$ cat src/rtl/core/tlwc_pkg.sv
`default_nettype none
package tlwc_pkg;

  // request and result field widths
  localparam int ADDR_W = 20;
  localparam int DATA_W = 32;
  localparam int TIME_W = 32;

  // operation codes
  localparam logic [1:0] OP_READ  = 2'd0;
  localparam logic [1:0] OP_WRITE = 2'd1;
  localparam logic [1:0] OP_CLEAR = 2'd2;

  // latency register indexes
  localparam logic [2:0] REG_L1_RD  = 3'd0;
  localparam logic [2:0] REG_L1_WR  = 3'd1;
  localparam logic [2:0] REG_L2_RD  = 3'd2;
  localparam logic [2:0] REG_L2_WR  = 3'd3;
  localparam logic [2:0] REG_MEM_RD = 3'd4;
  localparam logic [2:0] REG_MEM_WR = 3'd5;

  // latency reset values
  localparam logic [7:0]  RST_L1_LAT  = 8'd1;
  localparam logic [7:0]  RST_L2_LAT  = 8'd4;
  localparam logic [15:0] RST_MEM_LAT = 16'd100;

  typedef struct packed {
    logic [1:0]        operation;
    logic [ADDR_W-1:0] address;
    logic [DATA_W-1:0] write_data;
  } req_t;

  typedef struct packed {
    logic [DATA_W-1:0] read_data;
    logic [TIME_W-1:0] total_time;
    logic              address_error;
  } rsp_t;

  typedef struct packed {
    logic [7:0]  l1_rd;
    logic [7:0]  l1_wr;
    logic [7:0]  l2_rd;
    logic [7:0]  l2_wr;
    logic [15:0] mem_rd;
    logic [15:0] mem_wr;
  } lat_t;

  typedef enum logic [3:0] {
    ST_CLEAR,
    ST_IDLE,
    ST_L1_META,
    ST_L1_CHK,
    ST_L2_META,
    ST_L2_CHK,
    ST_COPY,
    ST_L1_OP,
    ST_DONE
  } state_t;

  typedef enum logic [1:0] {
    CP_L1_TO_L2,
    CP_L2_TO_L1,
    CP_L2_TO_MEM,
    CP_MEM_TO_L2
  } copy_t;

endpackage
`default_nettype wire

$ cat src/rtl/core/tlwc_cfg_regs.sv
`default_nettype none
module tlwc_cfg_regs (
  input  wire logic         clk,
  input  wire logic         rst_n,
  input  wire logic         psel,
  input  wire logic         penable,
  input  wire logic         pwrite,
  input  wire logic [4:0]   paddr,
  input  wire logic [31:0]  pwdata,
  output logic [31:0]       prdata,
  output logic              pready,
  output tlwc_pkg::lat_t    lat
);
  import tlwc_pkg::*;

  lat_t       lat_r;
  logic       wr_en;
  logic [2:0] reg_idx;

  assign wr_en   = psel && penable && pwrite;
  assign reg_idx = paddr[4:2];
  assign pready  = 1'b1;
  assign lat     = lat_r;

  // register writes
  always_ff @(posedge clk) begin
    if (!rst_n) begin
      lat_r.l1_rd  <= RST_L1_LAT;
      lat_r.l1_wr  <= RST_L1_LAT;
      lat_r.l2_rd  <= RST_L2_LAT;
      lat_r.l2_wr  <= RST_L2_LAT;
      lat_r.mem_rd <= RST_MEM_LAT;
      lat_r.mem_wr <= RST_MEM_LAT;
    end else if (wr_en) begin
      case (reg_idx)
        REG_L1_RD:  lat_r.l1_rd  <= pwdata[7:0];
        REG_L1_WR:  lat_r.l1_wr  <= pwdata[7:0];
        REG_L2_RD:  lat_r.l2_rd  <= pwdata[7:0];
        REG_L2_WR:  lat_r.l2_wr  <= pwdata[7:0];
        REG_MEM_RD: lat_r.mem_rd <= pwdata[15:0];
        REG_MEM_WR: lat_r.mem_wr <= pwdata[15:0];
        default: ;
      endcase
    end
  end

  // read mux
  always_comb begin
    case (reg_idx)
      REG_L1_RD:  prdata = {24'd0, lat_r.l1_rd};
      REG_L1_WR:  prdata = {24'd0, lat_r.l1_wr};
      REG_L2_RD:  prdata = {24'd0, lat_r.l2_rd};
      REG_L2_WR:  prdata = {24'd0, lat_r.l2_wr};
      REG_MEM_RD: prdata = {16'd0, lat_r.mem_rd};
      REG_MEM_WR: prdata = {16'd0, lat_r.mem_wr};
      default:    prdata = 32'd0;
    endcase
  end

endmodule
`default_nettype wire

$ cat config.mk
export PLATFORM = sky130hd
export DESIGN_NAME = tlwc_cfg_regs
export DESIGN_NICKNAME = d
export VERILOG_FILES = /design/src/rtl/core/tlwc_pkg.sv /design/src/rtl/core/tlwc_cfg_regs.sv
export SDC_FILE = /design/constraint.sdc
export NUM_CORES = 1
export LEC_CHECK = 0
export BUFFER_PORTS_ARGS = -buffer_cell sky130_fd_sc_hd__buf_2
export CAP_MARGIN = 10
export CORE_AREA = 8 8 121 123
export DETAILED_ROUTE_END_ITERATION = 8
export DIE_AREA = 0 0 129 131
export SLEW_MARGIN = 30
export SYNTH_ARGS = -nofsm -noshare
export SYNTH_HDL_FRONTEND = slang
export SYNTH_SLANG_ARGS = --single-unit
$ cat constraint.sdc
create_clock -name clk -period 1.7 [get_ports clk]
set_input_delay 0.34 -clock clk [delete_from_list [all_inputs] [get_ports clk]]
set_output_delay 0.34 -clock clk [all_outputs]
set_load 0.01 [all_outputs]
==> impl_metrics.yaml, run 1 <==
timing:
  finalHoldViolCount: 0
  setup_viol: 0
  clock-skew-final_ps: 0
  slew_violations: 0
  fin_crit_sh_pct: 99.3
  fin_hold_ws_ps: 276
  fin_ws_ps: 12.1
  fmax_mhz: 592
  rsz0062_at_grt: "true"
  period_needed_ps: 1690
drt:
  antenna_left: 0
  drc_errors: 0
  drt-wirelength-per-cell_um: 16.0
  drt-initial-drc-count: 119
  routed-via-count: 2768
  routed_via_density: 4.39
  dr_wl_met3_um: 879
  dr_wl_met2_mm: 4.71
  drt-pass1-iter-count: 4
  routed_wl_mm: 10.1
  dr.max_layer_used: "met4"
  m1WireLength_mm: 4.37
floorplanning:
  dieArea_um2: 16900
  die_h_um: 131
  ios: 139
  design.core.area_um2: 12900
  die_w_um: 129
  rows: 42
  start_util_pct: 24.1
clock_network:
  clk_latency_ps: 320
  ctsLongestPathBuffers: 2
  clkTransAtPathRegs_ps: 60
  clock-sinks: 64
  cts_hold_buf: 0
  cts_root_buffer: "clkbuf_16"
  cts_setup_buffers: 0
  cts_max_level: 3
  cts_buffers: 9
  cts_tree: "yes"
final_layout:
  stdcell_area_um2: 4340
  largest_register_ffs: 64
  diodes: 0
  final_cells: 630
  finalNetCount: 491
  fillers: 1330
  drive_above_1_share_pct: 37.9
  syn2layout_area_growth_pct: 39.5
synth:
  synth-seq-area-share_pct: 41.2
  avgSynthCellArea_um2: 9.33
  ys_warn_count: 0
  synth_area_leader_cell: "dfxtp_1"
  synth_top_area_share_pct: 41.2
  synth_area_um2: 3110
  synth_area_leaders: "dfxtp_1, mux2i_1, nand2_1"
  synth_cells: 333
  ys_types: 35
  ys_ff_latch: 64
min_path:
  hold_path_class: "in2reg"
placement:
  postPlaceCellArea_um2: 3920
  gp_congestion: 0.766
  io_buffers: 103
  dp_cells: 614
  post-place-ws_ps: -208
  hpwlAfterDp_mm: 7.76
status:
  status: "complete, no violations"
setup_path:
  worstPathCellList: "buf_8 > buf_4 > mux2i_2 > a2bb2oi_1 > o21ai_0 > buf_2"
  arrival_ps: 1350
  worstSetupPathType: "in2out"
  critPathSlowestCell: "mux2i_2"
  crit_path_end_kind: "primary output"
  critPathBufInv: 3
  cpLargestDelayFamily: "buffers and inverters"
  cpPeakStageDelay_ps: 250
  worstPathRequired_ps: 1360
  cp_max_fo: 16
  cp-start-kind: "input pin"
global_route:
  antenna_found_initial: 0
  grt_pass1_wl_mm: 15.6
  grt_pass1_vias: 2844
  grt_max_degree: 22
  grt_use_total_pct: 12.1
  gr-total-overflow: 0
power_and_ir_drop:
  ir_drop_mv: 0.342
  power.density_nw_per_um2: 929
  p_sw_share_pct: 21.6
  p_comb_share_pct: 8.0
  p_int_uw: 3160
  p_sw_uw: 869
  pwr-share-seq_pct: 37.8
  p_clk_share_pct: 54.2
  p_leak_uw: 0.00211
flow_run:
  cap_violations: 0
per-stage QoR:
stage,power (uW),setup TNS (ps),utilization [%]
floorplan,1760,0,-
global placement,1860,-1510,30.4
detailed placement,1870,-1850,30.4
CTS,4090,0,33.3
global route,4190,-42.1,33.7
finish,4030,0,33.7
path summary, 6_finish.rpt:
path	from	end	slack, ps	depth (start not counted)
hold / removal	pwdata[10]	lat[10]	280	3
hold reg to reg	lat[46]	lat[46]	470	2
setup reg to reg	lat[22]	lat[22]	990	2
setup / recovery	paddr[2]	prdata[6]	10	6
kinds of logic (layout without fill, tap and decap cells):
| group | after synthesis | after routing | share of synthesized area, % |
|---|---|---|---|
| AOI/OAI and AO/OA | 36 | 36 | 8.30 |
| buffers and inverters | 48 | 154 | 9.46 |
| DFF | 64 | 64 | 41.2 |
| muxes | 80 | 80 | 26.0 |
| other | 2 | 17 | 0.242 |
| and+or+nand+nor | 103 | 103 | 14.8 |
area by class of cell:
class	count	area, um2	area share (%)
clock buffers	11	253	5.83
clock inverters	5	103	2.37
inverters	6	22.5	0.519
multi-input cells	236	1620	37.4
flip-flops and latches	64	1290	29.7
well taps	176	220	5.08
repair buffers	132	828	19.1
power groups by stage:
stage               clock, uW  combinational, uW  sequential (uW)
CTS                      2250                317             1520
finish                   2180                321             1520
detailed placement          0                311             1550
floorplan                   0                201             1560
global route             2320                349             1520
global placement            0                307             1550
repair_timing:
| item | CTS | global route |
|---|---|---|
| setup endpoints to repair | 15 | 8 |
| resized for setup | 6 | 15 |
| pin swaps | 1 | 6 |
metal layers:
layer,track usage (%),vias to the layer above
met5,0,-
met4,5.18,0
met3,4.18,11
met2,20.1,101
met1,14.0,1314
li1,-,1342
placed cells by master (no fill, tap or decap), drive strengths merged:
master	synthesis	layout
a211o	3	3
a21oi	1	1
a22oi	4	4
a2bb2oi	3	3
and3	1	1
and3b	1	1
buf	30	132
bufinv	0	3
clkbuf	12	11
clkinv	0	1
clkinvlp	0	1
conb	2	17
dfxtp	64	64
inv	6	6
mux2	5	5
mux2i	75	75
nand2	71	71
nand2b	4	4
nand4	1	1
nand4b	1	1
nor2	16	16
nor2b	3	3
nor3b	1	1
o211ai	3	3
o21ai	11	11
o221ai	1	1
o22ai	2	2
o311ai	5	5
o32a	1	1
o32ai	2	2
or2	2	2
or3	2	2
synth_stat cells:
cell / count
a211o_1: 3
a21oi_1: 1
a22oi_1: 4
a2bb2oi_1: 3
and3_1: 1
and3b_1: 1
buf_2: 7
buf_4: 18
buf_6: 5
clkbuf_1: 12
conb_1: 2
dfxtp_1: 64
inv_1: 6
mux2_2: 5
mux2i_1: 75
nand2_1: 71
nand2b_1: 3
nand2b_4: 1
nand4_2: 1
nand4b_1: 1
nor2_1: 13
nor2_2: 2
nor2_4: 1
nor2b_1: 3
nor3b_1: 1
o211ai_1: 3
o21ai_0: 11
o221ai_1: 1
o22ai_1: 2
o311ai_0: 5
o32a_1: 1
o32ai_1: 2
or2_1: 1
or2_2: 1
or3_1: 2
tightest hold or removal path, cell delays in order:
cell	delay [ps]
buf_2	90
nand2_1	60
mux2i_1	60
(Power assumes the default switching activity.)
==> run 2, diff against run 1 <==
--- a/config.mk
+++ b/config.mk
@@ -6,10 +6,11 @@
 export NUM_CORES = 1
 export LEC_CHECK = 0
 export BUFFER_PORTS_ARGS = -buffer_cell sky130_fd_sc_hd__buf_2
-export CAP_MARGIN = 10
+export CAP_MARGIN = 20
 export CORE_AREA = 8 8 121 123
 export DETAILED_ROUTE_END_ITERATION = 8
 export DIE_AREA = 0 0 129 131
+export PLACE_DENSITY_LB_ADDON = 0.2
 export SLEW_MARGIN = 30
 export SYNTH_ARGS = -nofsm -noshare
 export SYNTH_HDL_FRONTEND = slang
==> run 2 against run 1 <==
Compared with the run above:
- highest routed layer unchanged
- largest cell class unchanged
- clock power decreased by 15%
- critical path type is now reg2out
- global-route usage increased by 0.17 points
- flip-flop and latch count unchanged
==> impl_metrics.yaml, run 2 (synthesis results as in run 1) <==
status:
  status: "complete, no violations"
flow_run:
  cap_violations: 0
setup_path:
  crit-reg2reg-capture: "lat[18]"
  reg2reg_depth: 2
  crit_start: "lat[36]"
  r2r-start: "lat[18]"
  crit_path_end: "prdata[4]"
  crit_path_end_kind: "primary output"
  worstSetupPathType: "reg2out"
  cp-start-kind: "register"
  arrival_ps: 1310
  rrSetupSlack_ps: 1030
  cp_max_fo: 3
  worstPathRequired_ps: 1360
final_layout:
  diodes: 0
  largest_register_ffs: 64
  drive_above_1_share_pct: 37.7
  layout_common_cells: "buf_2, mux2i_1, nand2_1"
  layout_commonest_cell: "buf_2"
  finalNetCount: 493
  final_util_pct: 33.2
  fillers: 1358
  syn2layout_area_growth_pct: 37.6
global_route:
  grt_pass1_vias: 2913
  grtUsageMet1_pct: 14.3
  grt_use_total_pct: 12.3
  met3_usage_pct: 4.83
  grt_pass1_wl_mm: 15.8
  grt_max_degree: 57
  gr-total-overflow: 0
  antenna_found_initial: 0
  grt_use_met2_pct: 20.0
  grt_busiest_layer: "met2"
timing:
  setup_viol: 0
  period_needed_ps: 1650
  rsz0062_at_grt: "true"
  fin_crit_sh_pct: 97.1
  clock-skew-final_ps: 0
  finalHoldViolCount: 0
  slew_violations: 0
  fin_setup_tns_ps: 0
  fmax_mhz: 606
floorplanning:
  rows: 42
  design.core.area_um2: 12900
  dieArea_um2: 16900
  start_util_pct: 24.1
  die_h_um: 131
  die_w_um: 129
  ios: 139
drt:
  antenna_left: 0
  routed_via_density: 4.23
  routed-via-count: 2674
  drt-initial-drc-count: 96
  drc_errors: 0
  drt-wirelength-per-cell_um: 16.1
  routed_wl_mm: 10.2
  drt-pass1-iter-count: 4
placement:
  hpwlAfterDp_mm: 7.58
  gp_congestion: 0.705
  io_buffers: 103
clock_network:
  clk_latency_ps: 320
  cts_max_level: 3
  cts_root_buffer: "clkbuf_16"
  cts_setup_buffers: 0
  clkTransAtPathRegs_ps: 60
  cts_buffers: 9
  cts_tree: "yes"
  ctsLongestPathBuffers: 2
  clock-sinks: 64
  cts_hold_buf: 0
power_and_ir_drop:
  ir_drop_mv: 0.443
  p_leak_uw: 0.00210
  power.density_nw_per_um2: 867
min_path:
  hold_path_class: "in2reg"
## run 2: changes by cell type in the layout (fill, tap and decap cells not counted), moves of 2 or more
| cell | before | now |
|---|---|---|
| buf_2 | 101 | 99 |
| bufinv_16 | 3 | 1 |
| a22oi_1 | 0 | 2 |
| a22oi_2 | 4 | 2 |
| buf_4 | 23 | 29 |
| buf_12 | 6 | 4 |
| clkbuf_1 | 0 | 2 |
## run 2: what timing repair did
action,in CTS,in global routing
setup endpoints to repair,16,8
gates resized for setup,7,20
pin swaps,1,4
## run 2: per-stage QoR
step / cell area (um2) / setup WS [ps] / total power, uW / cells / hold slack [ps]
2_1_floorplan: 3160 / 24.9 / 1760 / 348 / 488
5_1_grt: 4280 / -11.3 / 3870 / 632 / 294
3_3_place_gp: 3900 / -261 / 1860 / 616 / 455
3_5_place_dp: 3900 / -259 / 1860 / 616 / 462
6_report: 4280 / 48.7 / 3710 / 632 / 283
4_1_cts: 4220 / 8.97 / 3750 / 632 / 269
## run 2: worst max-delay path, stage by stage, from the launching register on
cell	delay [ps]
dfxtp_2	330
mux2_2	270
a22oi_2	120
o21ai_1	120
buf_2	150
## run 2: worst min path at each step
stage | startpoint | to | slack, ps | cells after the start
floorplan | lat[33] | lat[33] | 490 | 2
detailed placement | lat[20] | lat[20] | 460 | 2
global placement | lat[27] | lat[27] | 450 | 2
CTS | pwdata[10] | lat[10] | 270 | 3
global route | pwdata[14] | lat[30] | 290 | 3
finish | pwdata[10] | lat[10] | 280 | 3
## run 2: area by class of cell
cell class	count	area (um2)	share of cell area [%]
timing repair buffer	134	820	19.2
clock buffer	13	260	6.09
multi-input combinational	236	1620	38.0
inverter	6	22.5	0.527
clock inverter	3	40.0	0.936
tap	176	220	5.15
sequential	64	1290	30.2
## run 2: where the power goes
| group | switching (uW) | internal, uW | total (uW) | leakage [uW] |
|---|---|---|---|---|
| sequential | 9.89 | 1510 | 1520 | 0.000517 |
| clock | 650 | 1210 | 1860 | 0.000150 |
| combinational | 187 | 135 | 322 | 0.00143 |
## run 2: layer usage
metal	vias to the layer above	wire length (um)	part of all wire, %
li1	1343	-	-
met1	1236	4620	45
met2	86	4600	45
met3	9	858	8.4
met4	0	93	0.91
met5	-	0	0
==> run 3, diff against run 2 <==
--- a/config.mk
+++ b/config.mk
@@ -10,6 +10,7 @@
 export CORE_AREA = 8 8 121 123
 export DETAILED_ROUTE_END_ITERATION = 8
 export DIE_AREA = 0 0 129 131
+export GPL_TIMING_DRIVEN = 0
 export PLACE_DENSITY_LB_ADDON = 0.2
 export SLEW_MARGIN = 30
 export SYNTH_ARGS = -nofsm -noshare
==> run 3 against run 2 <==
Compared with the run above:
- combinational power is 13% higher
- wire length is 13% higher
- final area is 1.8% higher
- register-to-register slack worse by 130 ps
- global-route usage is 1.4 points higher
- flip-flop and latch count stayed put
- critical endpoint is now prdata[2]
- count of clock-buffer cells in the layout stayed put
- via count is 4.0% higher
- sequential share of layout area is 0.47 points lower
- worst setup slack worse by 5.2 ps
==> impl_metrics.yaml, run 3 (synthesis results as in run 1) <==
placement:
  gp_congestion: 0.767
  io_buffers: 99
  dp_cells: 623
  hpwlAfterDp_mm: 8.54
min_path:
  hold_path_class: "in2reg"
  worstHoldPathCells: 3
drt:
  m1WireLength_mm: 5.27
  routed_wl_mm: 11.5
  drt-pass1-iter-count: 4
  dr.max_layer_used: "met4"
  antenna_left: 0
  dr_wl_met3_um: 755
  routed_via_density: 4.33
  drt-wirelength-per-cell_um: 17.9
  dr_wl_met2_mm: 5.35
  drt-initial-drc-count: 104
  drc_errors: 0
  routed-via-count: 2781
setup_path:
  reg2reg_depth: 3
  cp_num_cells: 4
  arrival_ps: 1320
  worstPathCellList: "mux2_2 > a22oi_2 > o22ai_1 > buf_2"
  worstSetupPathType: "reg2out"
  crit_path_end_kind: "primary output"
  worstPathRequired_ps: 1360
  critPathSlowestCell: "dfxtp_2"
  cp-start-kind: "register"
  cpPeakStageDelay_ps: 320
  cpLargestDelayFamily: "flip-flops"
  critPathBufInv: 1
  rrSetupSlack_ps: 900
  cp_max_fo: 2
timing:
  fin_hold_ws_ps: 284
  rsz0062_at_grt: "true"
  clock-skew-final_ps: 0
  slew_violations: 0
  fin_crit_sh_pct: 97.4
  relSlewSlack_pct: 54.2
  setup_viol: 0
  worst_pin_slew_ps: 688
  finalHoldViolCount: 0
  fmax_mhz: 604
  period_needed_ps: 1660
  fin_setup_tns_ps: 0
floorplanning:
  die_w_um: 129
  dieArea_um2: 16900
  start_util_pct: 24.1
  design.core.area_um2: 12900
  rows: 42
  ios: 139
  die_h_um: 131
clock_network:
  cts_tree: "yes"
  clk_latency_ps: 330
  clkTransAtPathRegs_ps: 50
  cts_root_buffer: "clkbuf_16"
  clock-sinks: 64
  cts_buffers: 9
  ctsLongestPathBuffers: 2
  cts_max_level: 3
global_route:
  grt_use_total_pct: 13.7
  antenna_found_initial: 0
  grt_max_degree: 11
  grt_pass1_wl_mm: 17.1
  grt_pass1_vias: 2807
  gr-total-overflow: 0
flow_run:
  cap_violations: 0
final_layout:
  layout_common_cells: "buf_2, mux2i_1, nand2_1"
  finalNetCount: 503
  drive_above_1_share_pct: 37.8
  syn2layout_area_growth_pct: 40.1
  diodes: 0
  largest_register_ffs: 64
  fillers: 1344
  layout_commonest_cell: "buf_2"
  final_cells: 642
power_and_ir_drop:
  ir_drop_mv: 0.330
  p_leak_uw: 0.00213
  power.density_nw_per_um2: 863
status:
  status: "complete, no violations"
[run 3: per-layer routing]
metal	vias up	track usage, %
met5	-	0
met3	8	4.26
met4	0	4.35
met1	1317	16.8
li1	1369	-
met2	87	22.3
[run 3: worst paths after layout]
path	to	from
min	lat[15]	pwdata[15]
max	prdata[2]	lat[2]
max reg2reg	lat[18]	lat[18]
min reg2reg	lat[36]	lat[36]
[run 3: worst register-to-register path: stages, from the launching register on]
cell and delay [ps]:
dfxtp_2 310, buf_4 130, o21ai_0 60, o311ai_0 140
[run 3: what timing repair did]
item | 4_1_cts | 5_1_grt
gates resized for setup | 29 | 17
pin swaps | 2 | 3
cloned | 0 | 1
hold buffers | 0 | 0
setup buffers | 2 | 0
setup endpoints to repair | 16 | 8
[run 3: area by class of cell]
cell class,count,area (um2),area share [%]
timing repair buffer,102,538,12.4
tap,176,220,5.06
inverter,6,22.5,0.518
sequential,64,1290,29.7
clock buffer,13,260,5.98
buffer,42,347,7.96
multi-input combinational,236,1630,37.5
clock inverter,3,40.0,0.920
[run 3: report_power, final]
part / switching (uW) / internal (uW) / leakage [uW]
sequential: 9.53 / 1510 / 0.000519
clock: 656 / 1210 / 0.000150
combinational: 213 / 152 / 0.00146
total: 878 / 2880 / 0.00213
[run 3: stage by stage]
stage | setup slack, ps | util, % | total power [uW] | cell area (um2)
global placement | -476 | 30.1 | 1880 | 3880
global route | -18.8 | 33.8 | 3900 | 4350
CTS | -0.0464 | 33.3 | 3780 | 4290
floorplan | 24.9 | - | 1760 | 3160
detailed placement | -492 | 30.1 | 1880 | 3880
finish | 43.5 | 33.8 | 3750 | 4350
